### config.mk
export PLATFORM = sky130hd
export DESIGN_NAME = qpht_ctrl
export DESIGN_NICKNAME = d
export VERILOG_FILES = /design/src/design/qpht_pkg.sv /design/src/design/qpht_ctrl.sv
export SDC_FILE = /design/constraint.sdc
export NUM_CORES = 1
export LEC_CHECK = 0
export BUFFER_PORTS_ARGS = -buffer_cell sky130_fd_sc_hd__buf_2
export CORE_ASPECT_RATIO = 1.25
export CORE_MARGIN = 2
export CORE_UTILIZATION = 40
export CTS_BUF_LIST = sky130_fd_sc_hd__clkbuf_4 sky130_fd_sc_hd__clkbuf_8
export DETAILED_ROUTE_END_ITERATION = 12
export PLACE_DENSITY = 0.68
export SYNTH_ARGS = -nofsm -noshare
export SYNTH_HDL_FRONTEND = slang
export SYNTH_SLANG_ARGS = --single-unit
### constraint.sdc
create_clock -name clk -period 4.06 [get_ports clk]
set_clock_uncertainty 0.05 [all_clocks]
set_input_delay 0.812 -clock clk [delete_from_list [all_inputs] [get_ports clk]]
set_output_delay 0.812 -clock clk [all_outputs]
set_load 0.02 [all_outputs]
### src/design/qpht_pkg.sv
// qpht_pkg: shared constants, codes and controller/datapath interface types
// for the quadratic probe hash table. No dependencies.

package qpht_pkg;

	localparam int SLOTS    = 1024;
	localparam int KEY_BITS = 31;

	localparam int SLOT_W  = $clog2(SLOTS);      // slot and probe index
	localparam int SUM_W   = SLOT_W + 1;         // slot arithmetic, holds n
	localparam int SIZE_W  = 11;                 // table_size register
	localparam int OUT_W   = 10;                 // slot_index / probe_count fields
	localparam int DCNT_W  = $clog2(KEY_BITS + 1);
	localparam int ENTRY_W = KEY_BITS + 1;       // {occupied, key}

	localparam logic [SIZE_W-1:0] SIZE_RESET = SIZE_W'(1024);

	typedef enum logic [1:0] {
		OP_INSERT = 2'd0,
		OP_SEARCH = 2'd1,
		OP_DELETE = 2'd2
	} op_t;

	typedef enum logic [1:0] {
		ST_DONE    = 2'd0,
		ST_MISSING = 2'd1,
		ST_FULL    = 2'd2
	} status_t;

	typedef struct packed {
		logic    load;        // latch key, start modulo
		logic    div_run;     // one remainder bit
		logic    probe_init;  // slot = start = key mod n, i = 0
		logic    rd_en;       // read entry at current slot
		logic    advance;     // next probe
		logic    wr_insert;
		logic    wr_delete;
		logic    clr_wr;      // clear one entry after reset
		logic    out_load;    // load result register
		status_t res_status;
	} dp_cmd_t;

	typedef struct packed {
		logic div_done;
		logic occ;
		logic match;
		logic at_start;
		logic first_probe;
		logic clr_last;
	} dp_stat_t;

endpackage

### src/design/qpht_ctrl.sv
// qpht_ctrl: controller of the hash table: clear sweep, handshakes, modulo
// and probe sequencing, and the per-command decisions.
// Depends on qpht_pkg.

module qpht_ctrl (
	input  logic               clk,
	input  logic               arst_n,
	input  logic               s_axis_tvalid,
	output logic               s_axis_tready,
	input  logic [7:0]         s_axis_tuser,
	output logic               m_axis_tvalid,
	input  logic               m_axis_tready,
	input  qpht_pkg::dp_stat_t stat,
	output qpht_pkg::dp_cmd_t  cmd
);

	typedef enum logic [5:0] {
		S_CLEAR = 6'b000001,
		S_IDLE  = 6'b000010,
		S_DIV   = 6'b000100,
		S_READ  = 6'b001000,
		S_CHECK = 6'b010000,
		S_RESP  = 6'b100000
	} state_t;

	state_t            state_q;
	state_t            state_d;
	qpht_pkg::op_t     op_q;
	qpht_pkg::status_t res_q;
	qpht_pkg::status_t res_d;
	logic              m_tvalid_q;
	logic              take;
	logic              wrap;

	assign s_axis_tready = (state_q == S_IDLE);
	assign m_axis_tvalid = m_tvalid_q;
	assign take          = s_axis_tvalid && s_axis_tready;
	// back at the first slot after at least one step
	assign wrap          = stat.at_start && !stat.first_probe;

	always_comb begin
		state_d        = state_q;
		res_d          = res_q;
		cmd            = '0;
		cmd.res_status = res_q;
		unique case (state_q)
			S_CLEAR: begin
				cmd.clr_wr = 1'b1;
				if (stat.clr_last) begin
					state_d = S_IDLE;
				end
			end
			S_IDLE: begin
				if (take) begin
					cmd.load = 1'b1;
					unique case (s_axis_tuser[1:0])
						qpht_pkg::OP_INSERT, qpht_pkg::OP_SEARCH,
						qpht_pkg::OP_DELETE: state_d = S_DIV;
						default: begin
							res_d   = qpht_pkg::ST_MISSING;
							state_d = S_RESP;
						end
					endcase
				end
			end
			S_DIV: begin
				if (stat.div_done) begin
					cmd.probe_init = 1'b1;
					state_d        = S_READ;
				end else begin
					cmd.div_run = 1'b1;
				end
			end
			S_READ: begin
				cmd.rd_en = 1'b1;
				state_d   = S_CHECK;
			end
			S_CHECK: begin
				state_d = S_RESP;
				if (op_q == qpht_pkg::OP_INSERT) begin
					if (!stat.occ) begin
						cmd.wr_insert = 1'b1;
						res_d         = qpht_pkg::ST_DONE;
					end else if (wrap) begin
						res_d = qpht_pkg::ST_FULL;
					end else begin
						cmd.advance = 1'b1;
						state_d     = S_READ;
					end
				end else begin
					if (wrap || (!stat.occ && !stat.first_probe)) begin
						res_d = qpht_pkg::ST_MISSING;
					end else if (stat.match) begin
						cmd.wr_delete = (op_q == qpht_pkg::OP_DELETE);
						res_d         = qpht_pkg::ST_DONE;
					end else begin
						cmd.advance = 1'b1;
						state_d     = S_READ;
					end
				end
			end
			S_RESP: begin
				if (!m_tvalid_q || m_axis_tready) begin
					cmd.out_load = 1'b1;
					state_d      = S_IDLE;
				end
			end
			default: state_d = S_CLEAR;
		endcase
	end

	always_ff @(posedge clk or negedge arst_n) begin
		if (!arst_n) begin
			state_q    <= S_CLEAR;
			op_q       <= qpht_pkg::OP_INSERT;
			res_q      <= qpht_pkg::ST_DONE;
			m_tvalid_q <= 1'b0;
		end else begin
			state_q <= state_d;
			res_q   <= res_d;
			if (cmd.load) begin
				op_q <= qpht_pkg::op_t'(s_axis_tuser[1:0]);
			end
			if (cmd.out_load) begin
				m_tvalid_q <= 1'b1;
			end else if (m_axis_tready) begin
				m_tvalid_q <= 1'b0;
			end
		end
	end

	a_no_step_past_wrap: assert property (@(posedge clk) disable iff (!arst_n)
		cmd.advance |-> !wrap)
		else $error("probe advanced after returning to first slot");

	a_one_writer: assert property (@(posedge clk) disable iff (!arst_n)
		$onehot0({cmd.clr_wr, cmd.wr_insert, cmd.wr_delete}))
		else $error("more than one RAM write source");

	a_result_follows: assert property (@(posedge clk) disable iff (!arst_n)
		cmd.out_load |=> m_tvalid_q && (state_q == S_IDLE))
		else $error("result load did not raise tvalid");

endmodule

### After elaboration in Yosys (flattened, before gate mapping)

Cells that the tools add are included.

* output and inout port bits: 13
* bits in registers: 11
* input port bits: 18
* word-level logic and storage cells: 76

* equal/unequal tests: 16
* reductions and logical operators: 15
* mux-type cells: 41

Operator list (number)
* two-way mux 6 bit: 10
* case mux 6 bit (6 select lines): 1
* two-way mux 1 bit: 20
* two-way mux 2 bit: 8
* inequality test 2 bit, second input constant: 4
* inequality test 4 bit, second input constant: 2
* equality test 6 x 1 -> 1 bit, second input constant: 1
* equality test 6 x 2 -> 1 bit, second input constant: 1
* equality test 6 x 3 -> 1 bit, second input constant: 1
* equality test 6 x 4 -> 1 bit, second input constant: 1
* equality test 6 x 5 -> 1 bit, second input constant: 1
* equality test 6 bit, second input constant: 1
* AND reduction 5 bit: 1
* equality test 2 bit, second input constant: 2
* zero test 2 bit: 2
* case mux 2 bit (2 select lines): 1
* AND reduction 4 bit: 1
* nonzero test 2 bit: 2
* logical AND 1 bit: 3
* zero test 1 bit: 3
* two-way mux 3 bit: 1
* OR reduction 3 bit: 1
* equality test 2 x 1 -> 1 bit, second input constant: 1
* logical OR 1 bit: 2
* inequality test 2 x 1 -> 1 bit, second input constant: 1

### Longest topological paths before layout

* depth in word-level cells: 6
* depth in mapped cells: 5
* depth with buffers taken out: 4

### Worst setup path after synthesis

Ideal clock, no wire load.

* path kind: register -> output
* from: register state_q[1]
* to: output cmd[4] (netlist name)
* required time: 3198 ps
* path buffers: 1
* stages on the path, launching flop included: 5
* arrival time: 1876 ps
* setup slack: 1322 ps
* cell sequence: dfrtp_1 -> buf_6 -> or4b_4 -> or3_4 -> nor3_1

RTL lines
* start, declared: line qpht_ctrl.sv:26 `state_t state_q;`
* start signal, assigned: line qpht_ctrl.sv:119 `state_q <= state_d;`
* end, declared: line qpht_ctrl.sv:14 `output qpht_pkg::dp_cmd_t cmd`

==> impl_metrics.py <==
metrics = {
    "floorplanning": {
        "io_pins": 31,
        "die_h_um": 52.8,
        "rows": 17,
        "die_area_sq_mm": 0.00227,
        "core_area_sq_mm": 0.00179,
        "start_util_pct": 42.6,
        "die_w_um": 43.0,
    },
    "clocking": {
        "postCtsResizedCells": 0,
        "h-tree-depth": 1,
        "clkTransAtPathRegs_ns": 0.07,
        "cts_buffer_depth": 2,
        "cts_tree": "yes",
        "numCtsBuffers": 3,
        "cts.sinks": 11,
        "hold_buffers": 0,
        "cts_setup_buffers": 0,
        "clk_latency_ns": 0.27,
        "cts_root_buf": "clkbuf_4",
    },
    "yosys": {
        "synth_cell_type_count": 41,
        "synth_nets": 103,
        "async_reset_ff_share_pct": 100,
        "synth_edf_count": 0,
        "yosysSeqAreaShare_pct": 36.3,
        "yosysWarnings": 0,
        "synth_ff_type": "dfrtp_1",
        "synth-seq-cells": 11,
        "synth_area_sq_um": 762,
        "syn_avg_cell_area_sq_um": 8.96,
        "synthCells": 85,
    },
    "timing": {
        "max_freq_ghz": 0.342,
        "slew_violations": 0,
        "worst_pin_slew_ns": 0.531,
        "setup_viol": 0,
        "max-slew-margin-rel_pct": 64.3,
        "timing.final.crit_share_pct": 72.0,
        "fin_tns_setup_ns": 0,
        "hold_viol_final": 0,
        "rsz0062_at_grt": "no",
        "final_period_minus_worst_setup_slack_ns": 2.92,
    },
    "global_route": {
        "overflow": 0,
        "grt_max_degree": 12,
        "antenna_found_initial": 0,
        "grt_pass1_wl_um": 2850,
        "track_usage_pct": 17.0,
        "grt_pass1_vias": 659,
    },
    "power": {
        "power.density_mw_per_mm2": 567,
        "share_comb_of_total_power_pct": 46.9,
        "sw_frac_of_total_pct": 42.8,
        "ir_worst_vdd_mv": 0.281,
        "pwr-share-clk_pct": 15.6,
        "p_seq_share_pct": 37.5,
        "switchingPower_mw": 0.223,
        "p_int_mw": 0.298,
        "fin_total_pwr_mw": 0.521,
        "p_leak_nw": 0.501,
    },
    "worst_setup_path": {
        "critPathLaunch": "state_q[5]",
        "crit_arrival_ns": 2.06,
        "crit_family": "simple AND/OR/NAND/NOR gates",
        "crit_required_ns": 3.20,
        "path_max_fanout": 8,
        "worst_setup_path_start_kind": "flip-flop",
        "path_cells": "or4b_4, or3_4, nor3_1, buf_2",
        "rr_worst_depth": 4,
        "worstSetupPathType": "reg -> out",
        "endpoint": "cmd[4]",
        "regToRegStartpoint": "state_q[5]",
        "reg2reg_to": "res_q[1]",
        "cp-end-kind": "output port",
        "worst-path-stages": 4,
        "path_buf_inv": 1,
        "cpPeakStageDelay_ns": 0.59,
        "r2r_slack_ns": 2.16,
        "cpMaxStageDelayCell": "or4b_4",
    },
    "placed_design": {
        "numPlacedInstances": 126,
        "gp_congestion": 0.769,
        "placed_area_sq_um": 890,
        "io_buffer_count": 24,
        "dp_hpwl_um": 1340,
    },
    "run": {
        "drv_cap": 0,
    },
    "drt": {
        "drc": 0,
        "viasPerCell": 5.53,
        "antenna_left": 0,
        "first_pass_iters": 4,
        "wl_um": 1690,
        "first_iter_violations": 8,
        "vias": 719,
        "wire_per_inst_um": 13.0,
    },
    "final_layout": {
        "layout-drive-gt1-share_pct": 35.1,
        "areaGrowthSynthToFinish_pct": 20.7,
        "instances_no_fill": 130,
        "utilization_pct": 51.5,
        "nets": 130,
        "insertedDiodeCount": 0,
        "final_design_area_no_fill_sq_um": 920,
        "fill_cells": 185,
    },
    "hold_path": {
        "hold_path.class": "in -> async",
    },
    "status": {
        "outcome": "completed",
    },
}
-- cell usage after synthesis (all sizes together), types with 3 or more instances --
cell type | count | area [sq um]
nor2 | 6 | 32.5
dfrtp | 10 | 250
o21ai | 7 | 35.0
nor3 | 5 | 41.3
nor3b | 3 | 22.5
a211oi | 3 | 22.5
inv | 7 | 26.3
nand3 | 3 | 15.0
a21oi | 3 | 15.0
nand2 | 7 | 26.3
-- worst register-to-register path, stage by stage, from the launching register on --
cell      delay [ns]
dfrtp_1         0.47
or4b_4          0.59
nor3_2          0.27
a211oi_1        0.12
a211o_1         0.29
-- final cells by class --
type                            count  area, sq um  share of cell area, %
Tap cell                           19         23.8                   2.59
Sequential cell                    11          277                   30.1
Multi-Input combinational cell     65          443                   48.2
Inverter                            7         26.3                   2.86
Clock buffer                        4         30.0                   3.27
Timing Repair Buffer               24          120                   13.1
-- cells in the final DEF, fill, tap and decap left out, types with 2 or more instances in the layout --
| master | count |
|---|---|
| clkbuf_4 | 4 |
| nor2_1 | 4 |
| nor2b_1 | 2 |
| nor3_1 | 3 |
| mux2_2 | 2 |
| a21oi_1 | 3 |
| inv_1 | 7 |
| a211oi_1 | 3 |
| nor3b_1 | 3 |
| nor4_1 | 2 |
| nand3_1 | 3 |
| o21ai_0 | 6 |
| buf_2 | 24 |
| dfrtp_1 | 10 |
| nand2_1 | 7 |
| a21boi_0 | 2 |
| and3b_1 | 2 |
-- how the worst min path moves through the flow --
stage	end	start	slack, ns
floorplan	op_q[0]	op_q[0]	0.45
global placement	res_q[1]	res_q[1]	0.44
detailed placement	res_q[1]	res_q[1]	0.46
CTS	res_q[0]	arst_n	0.35
global route	state_q[2]	arst_n	0.37
finish	res_q[0]	arst_n	0.35
-- through the flow --
stage               setup WS (ns)  hold WS, ns
floorplan                    1.32        0.452
global placement             1.42        0.441
detailed placement           1.40        0.463
CTS                          1.13        0.353
global route                 1.03        0.370
finish                       1.14        0.352
-- flip-flops by register name, summed over array words and instances (netlist names) --
signal and flops:
m_axis_tvalid 1, state_q 6, op_q 2, res_q 2
-- power groups by stage --
| stage | Combinational [mW] | Sequential [mW] | Clock [mW] |
|---|---|---|---|
| final | 0.245 | 0.196 | 0.0811 |
| after global routing | 0.273 | 0.202 | 0.0875 |
| after CTS | 0.247 | 0.195 | 0.0845 |
| after detailed placement | 0.246 | 0.197 | 0 |
| after global placement | 0.240 | 0.194 | 0 |
| after floorplan | 0.199 | 0.185 | 0 |
-- logic make-up (layout without fill, tap and decap cells) --
family          after synthesis  count (layout)  share of synthesized area (%)
compound gates               22              22                           19.4
simple gates                 40              40                           34.6
buf+inv                       9              35                           5.58
xor+xnor                      1               1                           1.15
flops                        11              11                           36.3
mux                           2               2                           2.96
-- per-layer routing --
metal / part of all wire [%] / global-route usage [%]
met5: 0 / 0
met4: 0.94 / 7.58
met3: 5.4 / 2.07
met2: 48 / 28.5
met1: 46 / 21.6
(Power assumes the default switching activity.)
